[src/rtl/flft_pkg.sv]
// Shared types, constants and helpers for the task queue with lowest free tag allocator
`timescale 1ns / 1ps
`default_nettype none
package flft_pkg;

  localparam int TAG_POOL  = 32;
  localparam int DATE_BITS = 32;
  localparam int TAG_W     = (TAG_POOL > 1) ? $clog2(TAG_POOL) : 1;
  localparam int CNT_W     = $clog2(TAG_POOL + 1);

  typedef logic [TAG_W-1:0]     tag_t;
  typedef logic [CNT_W-1:0]     cnt_t;
  typedef logic [DATE_BITS-1:0] date_t;
  typedef logic [TAG_POOL-1:0]  tag_map_t;

  typedef enum logic [1:0] {
    REQ_ADD    = 2'd0,
    REQ_DELETE = 2'd1,
    REQ_PEEK   = 2'd2,
    REQ_LOOKUP = 2'd3
  } req_t;

  typedef enum logic [1:0] {
    ST_OK        = 2'd0,
    ST_EMPTY     = 2'd1,
    ST_NO_TAG    = 2'd2,
    ST_NOT_FOUND = 2'd3
  } status_t;

  typedef enum logic [1:0] {
    RES_FAIL,
    RES_ADD,
    RES_READ
  } res_sel_t;

  typedef enum logic [2:0] {
    S_IDLE,
    S_EXEC,
    S_RING,
    S_STORE,
    S_RESP
  } state_t;

  typedef struct packed {
    logic     capture;
    logic     add_commit;
    logic     pop_commit;
    logic     rd_store;
    logic     sel_ring;
    logic     load_res;
    res_sel_t res_sel;
    status_t  fail_status;
  } dp_cmd_t;

  typedef struct packed {
    req_t req;
    logic full;
    logic empty;
    logic found;
  } dp_stat_t;

  typedef struct packed {
    logic found;
    tag_t tag;
  } free_tag_t;

  function automatic free_tag_t lowest_free(input tag_map_t in_use);
    free_tag_t res;
    res.found = 1'b0;
    res.tag   = '0;
    for (int i = TAG_POOL - 1; i >= 0; i--) begin
      if (!in_use[i]) begin
        res.found = 1'b1;
        res.tag   = TAG_W'(i);
      end
    end
    return res;
  endfunction

endpackage
`default_nettype wire

[src/rtl/flft_dp.sv]
// Datapath: request capture, order ring, payload stores, tag map and result registers
`timescale 1ns / 1ps
`default_nettype none
module flft_dp (
  input  wire logic              clk,
  input  wire logic              rst_n,
  input  wire flft_pkg::dp_cmd_t cmd,
  output flft_pkg::dp_stat_t     stat,
  input  wire logic [1:0]        in_req_type,
  input  wire logic [7:0]        in_command_number,
  input  wire logic [31:0]       in_timestamp,
  input  wire logic [4:0]        in_query_tag,
  output logic [1:0]             out_status,
  output logic [4:0]             out_task_tag,
  output logic [7:0]             out_command_out,
  output logic [31:0]            out_timestamp_out,
  output logic [5:0]             out_occupancy
);
  import flft_pkg::*;

  req_t       req_r;
  logic [7:0] cmd_r;
  date_t      date_r;
  logic [4:0] qtag_r;

  tag_t       ring_mem [TAG_POOL];
  logic [7:0] cmd_mem  [TAG_POOL];
  date_t      date_mem [TAG_POOL];

  tag_t       head_r, head_nxt;
  tag_t       tail_r, tail_nxt;
  cnt_t       count_r, count_nxt;
  tag_map_t   in_use_r, in_use_nxt;

  tag_t       ring_q_r;
  tag_t       rd_tag_r, rd_tag_nxt;
  logic [7:0] cmd_q_r;
  date_t      date_q_r;

  status_t    res_status_r;
  tag_t       res_tag_r;
  logic [7:0] res_cmd_r;
  date_t      res_date_r;

  free_tag_t  free;
  logic       qtag_valid;

  assign free       = lowest_free(in_use_r);
  assign qtag_valid = (32'(qtag_r) < 32'(TAG_POOL));
  assign rd_tag_nxt = cmd.sel_ring ? ring_q_r : TAG_W'(qtag_r);

  assign stat.req   = req_r;
  assign stat.full  = !free.found || (32'(count_r) >= 32'(TAG_POOL));
  assign stat.empty = (count_r == '0);
  assign stat.found = qtag_valid && in_use_r[TAG_W'(qtag_r)];

  // capture request
  always_ff @(posedge clk) begin
    if (cmd.capture) begin
      req_r  <= req_t'(in_req_type);
      cmd_r  <= in_command_number;
      date_r <= DATE_BITS'(in_timestamp);
      qtag_r <= in_query_tag;
    end
  end

  // memories
  always_ff @(posedge clk) begin
    if (cmd.add_commit) begin
      ring_mem[tail_r]   <= free.tag;
      cmd_mem[free.tag]  <= cmd_r;
      date_mem[free.tag] <= date_r;
    end
    ring_q_r <= ring_mem[head_r];
    if (cmd.rd_store) begin
      rd_tag_r <= rd_tag_nxt;
      cmd_q_r  <= cmd_mem[rd_tag_nxt];
      date_q_r <= date_mem[rd_tag_nxt];
    end
  end

  always_comb begin
    head_nxt   = head_r;
    tail_nxt   = tail_r;
    count_nxt  = count_r;
    in_use_nxt = in_use_r;
    if (cmd.add_commit) begin
      in_use_nxt[free.tag] = 1'b1;
      tail_nxt  = (32'(tail_r) == TAG_POOL - 1) ? '0 : tail_r + 1'b1;
      count_nxt = count_r + 1'b1;
    end else if (cmd.pop_commit) begin
      in_use_nxt[rd_tag_r] = 1'b0;
      head_nxt  = (32'(head_r) == TAG_POOL - 1) ? '0 : head_r + 1'b1;
      count_nxt = count_r - 1'b1;
    end
  end

  always_ff @(posedge clk) begin
    if (!rst_n) begin
      head_r   <= '0;
      tail_r   <= '0;
      count_r  <= '0;
      in_use_r <= '0;
    end else begin
      head_r   <= head_nxt;
      tail_r   <= tail_nxt;
      count_r  <= count_nxt;
      in_use_r <= in_use_nxt;
    end
  end

  // result registers
  always_ff @(posedge clk) begin
    if (cmd.load_res) begin
      case (cmd.res_sel)
        RES_ADD: begin
          res_status_r <= ST_OK;
          res_tag_r    <= free.tag;
          res_cmd_r    <= cmd_r;
          res_date_r   <= date_r;
        end
        RES_READ: begin
          res_status_r <= ST_OK;
          res_tag_r    <= rd_tag_r;
          res_cmd_r    <= cmd_q_r;
          res_date_r   <= date_q_r;
        end
        default: begin
          res_status_r <= cmd.fail_status;
          res_tag_r    <= '0;
          res_cmd_r    <= '0;
          res_date_r   <= '0;
        end
      endcase
    end
  end

  assign out_status        = res_status_r;
  assign out_task_tag      = 5'(res_tag_r);
  assign out_command_out   = res_cmd_r;
  assign out_timestamp_out = 32'(res_date_r);
  assign out_occupancy     = 6'(count_r);

  a_count_bound: assert property (@(posedge clk) disable iff (!rst_n)
    32'(count_r) <= TAG_POOL)
    else $error("queued count above pool size");

  a_map_matches_count: assert property (@(posedge clk) disable iff (!rst_n)
    32'($countones(in_use_r)) == 32'(count_r))
    else $error("tag map out of step with queued count");

  a_pop_clears_tag: assert property (@(posedge clk) disable iff (!rst_n)
    cmd.pop_commit |=> !in_use_r[$past(rd_tag_r)])
    else $error("removed tag still marked in use");

endmodule
`default_nettype wire

[src/rtl/flft_ctrl.sv]
// Controller state machine sequencing each request through the datapath
`timescale 1ns / 1ps
`default_nettype none
module flft_ctrl (
  input  wire logic               clk,
  input  wire logic               rst_n,
  input  wire logic               start,
  output logic                    busy,
  output logic                    out_valid,
  input  wire flft_pkg::dp_stat_t stat,
  output flft_pkg::dp_cmd_t       cmd
);
  import flft_pkg::*;

  state_t state_r, state_nxt;
  logic   accept;

  assign busy   = !((state_r == S_IDLE) || (state_r == S_RESP));
  assign accept = start && !busy;

  always_comb begin
    state_nxt = state_r;
    unique case (state_r)
      S_IDLE:  if (accept) state_nxt = S_EXEC;
      S_EXEC: begin
        unique case (stat.req)
          REQ_ADD:    state_nxt = S_RESP;
          REQ_LOOKUP: state_nxt = stat.found ? S_STORE : S_RESP;
          default:    state_nxt = stat.empty ? S_RESP : S_RING;
        endcase
      end
      S_RING:  state_nxt = S_STORE;
      S_STORE: state_nxt = S_RESP;
      S_RESP:  state_nxt = accept ? S_EXEC : S_IDLE;
      default: state_nxt = S_IDLE;
    endcase
  end

  always_comb begin
    cmd             = '0;
    cmd.res_sel     = RES_FAIL;
    cmd.fail_status = ST_OK;
    cmd.capture     = accept;
    unique case (state_r)
      S_EXEC: begin
        unique case (stat.req)
          REQ_ADD: begin
            cmd.load_res = 1'b1;
            if (stat.full) begin
              cmd.fail_status = ST_NO_TAG;
            end else begin
              cmd.add_commit = 1'b1;
              cmd.res_sel    = RES_ADD;
            end
          end
          REQ_LOOKUP: begin
            if (stat.found) begin
              cmd.rd_store = 1'b1;
            end else begin
              cmd.load_res    = 1'b1;
              cmd.fail_status = ST_NOT_FOUND;
            end
          end
          default: begin
            if (stat.empty) begin
              cmd.load_res    = 1'b1;
              cmd.fail_status = ST_EMPTY;
            end
          end
        endcase
      end
      S_RING: begin
        cmd.rd_store = 1'b1;
        cmd.sel_ring = 1'b1;
      end
      S_STORE: begin
        cmd.load_res   = 1'b1;
        cmd.res_sel    = RES_READ;
        cmd.pop_commit = (stat.req == REQ_DELETE);
      end
      default: ;
    endcase
  end

  assign out_valid = (state_r == S_RESP);

  always_ff @(posedge clk) begin
    if (!rst_n) begin
      state_r <= S_IDLE;
    end else begin
      state_r <= state_nxt;
    end
  end

  a_accept_busy: assert property (@(posedge clk) disable iff (!rst_n)
    accept |=> busy)
    else $error("accepted transfer did not raise busy");

  a_strobe_single: assert property (@(posedge clk) disable iff (!rst_n)
    out_valid |=> !out_valid)
    else $error("result strobe held for two cycles");

  a_load_before_strobe: assert property (@(posedge clk) disable iff (!rst_n)
    out_valid |-> $past(cmd.load_res))
    else $error("result shown without a result load");

endmodule
`default_nettype wire

[src/rtl/fifo_with_lowest_free_tag.sv]
// Top level of the task queue with lowest free tag allocator
// Usage:
//   Input: drive in_req_type, in_command_number, in_timestamp and in_query_tag and
//   raise start; the transfer is taken at the edge where start is high and busy low.
//   Output: each request gives one result, held on the out_ ports for one cycle
//   with out_valid high; the receiver cannot stall and must take it then.
//   After the accepting edge each request passes the execute state; add and any failed
//   request then give the strobe, a lookup that hits first reads the stores, and peek or
//   delete read the order ring and then the stores. A new request may be accepted in
//   the strobe cycle; the single read port of the order ring and of the payload stores
//   sets the longer paths (ring read, then store read).
//   Tags are the lowest free index of a 32-entry pool; out_occupancy is the queued
//   count after the request.
//   Reset (rst_n low, synchronous) empties the queue and frees all tags; the
//   payload stores keep no reset value and are only read where an add wrote them.
`timescale 1ns / 1ps
`default_nettype none
module fifo_with_lowest_free_tag (
  input  wire logic        clk,
  input  wire logic        rst_n,
  input  wire logic        start,
  output logic             busy,
  input  wire logic [1:0]  in_req_type,
  input  wire logic [7:0]  in_command_number,
  input  wire logic [31:0] in_timestamp,
  input  wire logic [4:0]  in_query_tag,
  output logic             out_valid,
  output logic [1:0]       out_status,
  output logic [4:0]       out_task_tag,
  output logic [7:0]       out_command_out,
  output logic [31:0]      out_timestamp_out,
  output logic [5:0]       out_occupancy
);
  import flft_pkg::*;

  dp_cmd_t  cmd;
  dp_stat_t stat;

  flft_ctrl u_ctrl (
    .clk       (clk),
    .rst_n     (rst_n),
    .start     (start),
    .busy      (busy),
    .out_valid (out_valid),
    .stat      (stat),
    .cmd       (cmd)
  );

  flft_dp u_dp (
    .clk               (clk),
    .rst_n             (rst_n),
    .cmd               (cmd),
    .stat              (stat),
    .in_req_type       (in_req_type),
    .in_command_number (in_command_number),
    .in_timestamp      (in_timestamp),
    .in_query_tag      (in_query_tag),
    .out_status        (out_status),
    .out_task_tag      (out_task_tag),
    .out_command_out   (out_command_out),
    .out_timestamp_out (out_timestamp_out),
    .out_occupancy     (out_occupancy)
  );

endmodule
`default_nettype wire

[config.mk]
export PLATFORM = sky130hd
export DESIGN_NAME = fifo_with_lowest_free_tag
export DESIGN_NICKNAME = d
export VERILOG_FILES = /design/src/rtl/flft_pkg.sv /design/src/rtl/flft_dp.sv /design/src/rtl/flft_ctrl.sv /design/src/rtl/fifo_with_lowest_free_tag.sv
export SDC_FILE = /design/constraint.sdc
export NUM_CORES = 2
export LEC_CHECK = 0
export ABC_AREA = 1
export BUFFER_PORTS_ARGS = -buffer_cell sky130_fd_sc_hd__buf_4
export CAP_MARGIN = 20
export CORE_ASPECT_RATIO = 1.2
export CORE_MARGIN = 8
export CORE_UTILIZATION = 55
export CTS_CLUSTER_SIZE = 10
export DETAILED_ROUTE_END_ITERATION = 6
export PLACE_DENSITY = 0.79
export SETUP_SLACK_MARGIN = 0.5
export SYNTH_ARGS = -nofsm -noshare
export SYNTH_HDL_FRONTEND = slang
export SYNTH_SLANG_ARGS = --single-unit
[constraint.sdc]
create_clock -name clk -period 9.2 [get_ports clk]
set_input_delay 1.38 -clock clk [delete_from_list [all_inputs] [get_ports clk]]
set_output_delay 1.38 -clock clk [all_outputs]
set_load 0.01 [all_outputs]
==> impl_metrics.toml <==
[outcome]
status = "finished clean"

[synthesis]
synth_edf_count = 1579
synth-simple-area-share_pct = 7.47
ys_warn_count = 0
synth-adder-area-share_pct = 0.344
synth_area_leaders = "edfxtp_1 (74%), o21ai_0 (6.2%), nor2_1 (4.8%), o221ai_1 (3.9%), dfxtp_1 (1.8%)"
synth.area.mux_share_pct = 0
synth_nets = 4813
syn-cell-area_mm2 = 0.0640
synth_xor_area_share_pct = 0.0411
syn_avg_cell_area_um2 = 13.5
synth_top_area_cell = "edfxtp_1"
synth_top_family_by_area = "compound AO/OA/AOI/OAI gates"
ys.flop_type = "edfxtp_1"
post-synth-top-area-fraction_pct = 74.1
ys_ff_latch = 1635
synth_compound_area_share_pct = 13.5
synth_cell_types = 43
async_reset_ff_share_pct = 0
yosysSeqAreaShare_pct = 75.9
syn_inst = 4746

[grt]
grt_usage_pct = 26.2
grt_max_degree = 215
grt_pass1_wl_um = 255000
grt_pass1_vias = 41500
antenna_found_initial = 1
grt_overflow = 0

[detailed_routing]
ant_nets = 0
wl_per_cell_um = 27.4
viasPerCell = 6.75
num_vias = 42800
drcViolationCount = 0
firstDrtPassIters = 6
routed_wl_um = 174000
drt_iter0_drc = 6352

[finish]
drive_gt1_share_pct = 9.18
nFillCells = 8168
area_delta_synth_final_pct = 11.3
fin_nets = 4844

[worst_setup_path]
r2r_start = "u_ctrl.state_r[1]"
critPathLaunch = "u_ctrl.state_r[1]"
r2r_end = "u_dp.date_q_r[19]"
critPathLaunchType = "flip-flop"
cp.arrival_ns = 5.32
crit_fanout = 112
worstPathCellList = "inv_1 > nor3_1 > inv_1 > or2_0 > nand2_4 > buf_4 > buf_4 > o21ai_0 > o221ai_1 > nand3_1 > nand2_1 > a31oi_1 > a31oi_1"
slowest_delay_ns = 0.92
crit_type = "flip-flop to flip-flop"
crit_slowest_cell = "buf_4"
required_ns = 9.83
endpoint_kind = "flip-flop"
r2r_slack_ns = 4.51
reg2reg_depth = 13

[sta]
rsz0062_at_grt = "no"
finalSetupViolations = 0
hold_violations = 0
holdWs_ns = 0.489
max_slew.worst_pin.slew_ns = 1.16
fin_crit_sh_pct = 50.9
clock_skew_ns = 0.0307
finalSetupTns_ns = 0
relSlewSlack_pct = 22.5
max_freq_mhz = 213
slew_violations = 0
fin_crit_ns = 4.69

[power_and_ir_drop]
p_leak_uw = 0.0224
peakVddDrop_mv = 0.194
p_per_area_mw_per_mm2 = 226

[floorplan]
pin_count = 105
core.rowCount = 137
die-area_mm2 = 0.128
die_h_um = 390
core_mm2 = 0.116
fp.dieW_um = 327
start_util_pct = 55.2

[clocking]
ctsHoldBuffers = 0
postCtsSetupBuffers = 0
cts_buffers = 182
clock_path_buffers = 3
cts_root_buf = "clkbuf_16"
post_cts_resized = 0
clk_latency_ns = 0.80
cts_tree = "built"
clk_pin_slew_ns = 0.06
clock-sinks = 1635
htree_levels = 4

[min_path]
min_path_cells = 2
hold_path.class = "flip-flop to flip-flop"
hp-start = "u_dp.in_use_r[13]"
whs_endpoint = "u_dp.in_use_r[13]"

[placed_design]
globalplace.congestion = 0.849
portBuffers = 104
hpwl_um = 82300

[run]
maxCapViolCount = 0
Yosys cell counts (all sizes together), types with 3 or more instances:
cell / count
o211ai: 59
ha: 16
buf: 44
nor3: 13
nand3: 116
nand4: 10
a211oi: 5
o221ai: 282
nand2: 235
nor2: 822
edfxtp: 1579
dfxtp: 56
inv: 121
a21oi: 106
o211a: 6
o21ai: 804
clkbuf: 292
o22ai: 78
nor4: 3
o31ai: 4
a311oi: 6
a31oi: 73
worst max-delay path: cells and delay by family (launching register included):
kind / cells / cell delay, ns
flops: 1 / 0.33
simple gates: 5 / 1.19
buf+inv: 4 / 2.09
compound gates: 4 / 0.70
cell type report:
| cell class | instances | area [um^2] | share of cell area, % |
|---|---|---|---|
| Multi-Input combinational cell | 2652 | 13800 | 19.4 |
| Antenna cell | 1 | 2.50 | 0.00352 |
| Sequential cell | 1635 | 48500 | 68.2 |
| Clock buffer | 209 | 4700 | 6.60 |
| Clock inverter | 12 | 264 | 0.371 |
| Inverter | 123 | 484 | 0.680 |
| Tap cell | 1529 | 1910 | 2.69 |
| Timing Repair Buffer | 183 | 1490 | 2.09 |
layout by cell type, fill, tap and decap left out, drive strengths merged, types with 2 or more instances in the layout:
cell type	netlist	routed
edfxtp	1579	1579
nor2	822	822
o21ai	804	804
o221ai	282	282
nand2	235	235
clkbuf	292	209
buf	44	183
inv	121	128
nand3	116	116
a21oi	106	106
o22ai	78	78
a31oi	73	73
o211ai	59	59
dfxtp	56	56
ha	16	16
nor3	13	13
nand4	10	10
o211a	6	6
a311oi	6	6
a211oi	5	5
clkinv	2	5
o31ai	4	4
nor4	3	3
o311ai	2	2
xnor2	2	2
nor3b	2	2
bufinv	0	2
or2	2	2
how the worst max path moves through the flow:
stage                               end  slack, ns  cells after the start
detailed placement     u_dp.date_q_r[7]       4.65                     13
floorplan               u_dp.cmd_q_r[0]       3.91                      8
CTS                     u_dp.cmd_q_r[5]       4.60                     13
global placement    u_dp.cmd_mem[23][0]       4.76                     19
finish                u_dp.date_q_r[19]       4.51                     13
global route          u_dp.date_q_r[19]       4.17                     13
stage by stage:
| step | cells | worst slack, ns | instance area, um^2 | util (%) | power [uW] |
|---|---|---|---|---|---|
| floorplan | 4746 | 3.91 | 64000 | - | 9350 |
| global placement | 6120 | 4.76 | 66200 | 57.1 | 9770 |
| detailed placement | 6120 | 4.65 | 66200 | 57.1 | 9820 |
| CTS | 6341 | 4.60 | 71100 | 61.4 | 16100 |
| global route | 6343 | 4.17 | 71200 | 61.4 | 16500 |
| finish | 6344 | 4.51 | 71200 | 61.4 | 16100 |
kinds of logic after synthesis:
kind of cell	Yosys count
XOR/XNOR	3
AND/OR/NAND/NOR	1206
adder cells (fa/ha/maj)	17
AO/OA/AOI/OAI	1426
buffers and inverters	459
flip-flops	1635
registers in the layout, indices dropped and copies added, names as in the netlist, 32 cells and up:
| name | flops |
|---|---|
| u_dp.out_timestamp_out | 32 |
| u_dp.date_r | 32 |
| u_dp.in_use_r | 32 |
| u_dp.date_mem | 1024 |
| u_dp.date_q_r | 32 |
| u_dp.cmd_mem | 256 |
| u_dp.ring_mem | 160 |
power breakdown:
| group | switching, uW | internal (uW) |
|---|---|---|
| clock network | 2710 | 3620 |
| registers | 125 | 8290 |
| logic | 952 | 356 |
metal layers:
metal | global-route usage (%) | wire, um
met1 | 34.2 | 61800
met2 | 41.8 | 82200
met3 | 5.89 | 21400
met4 | 12.9 | 8410
met5 | 0 | 0
No activity file was read; power rests on OpenSTA's default activity.
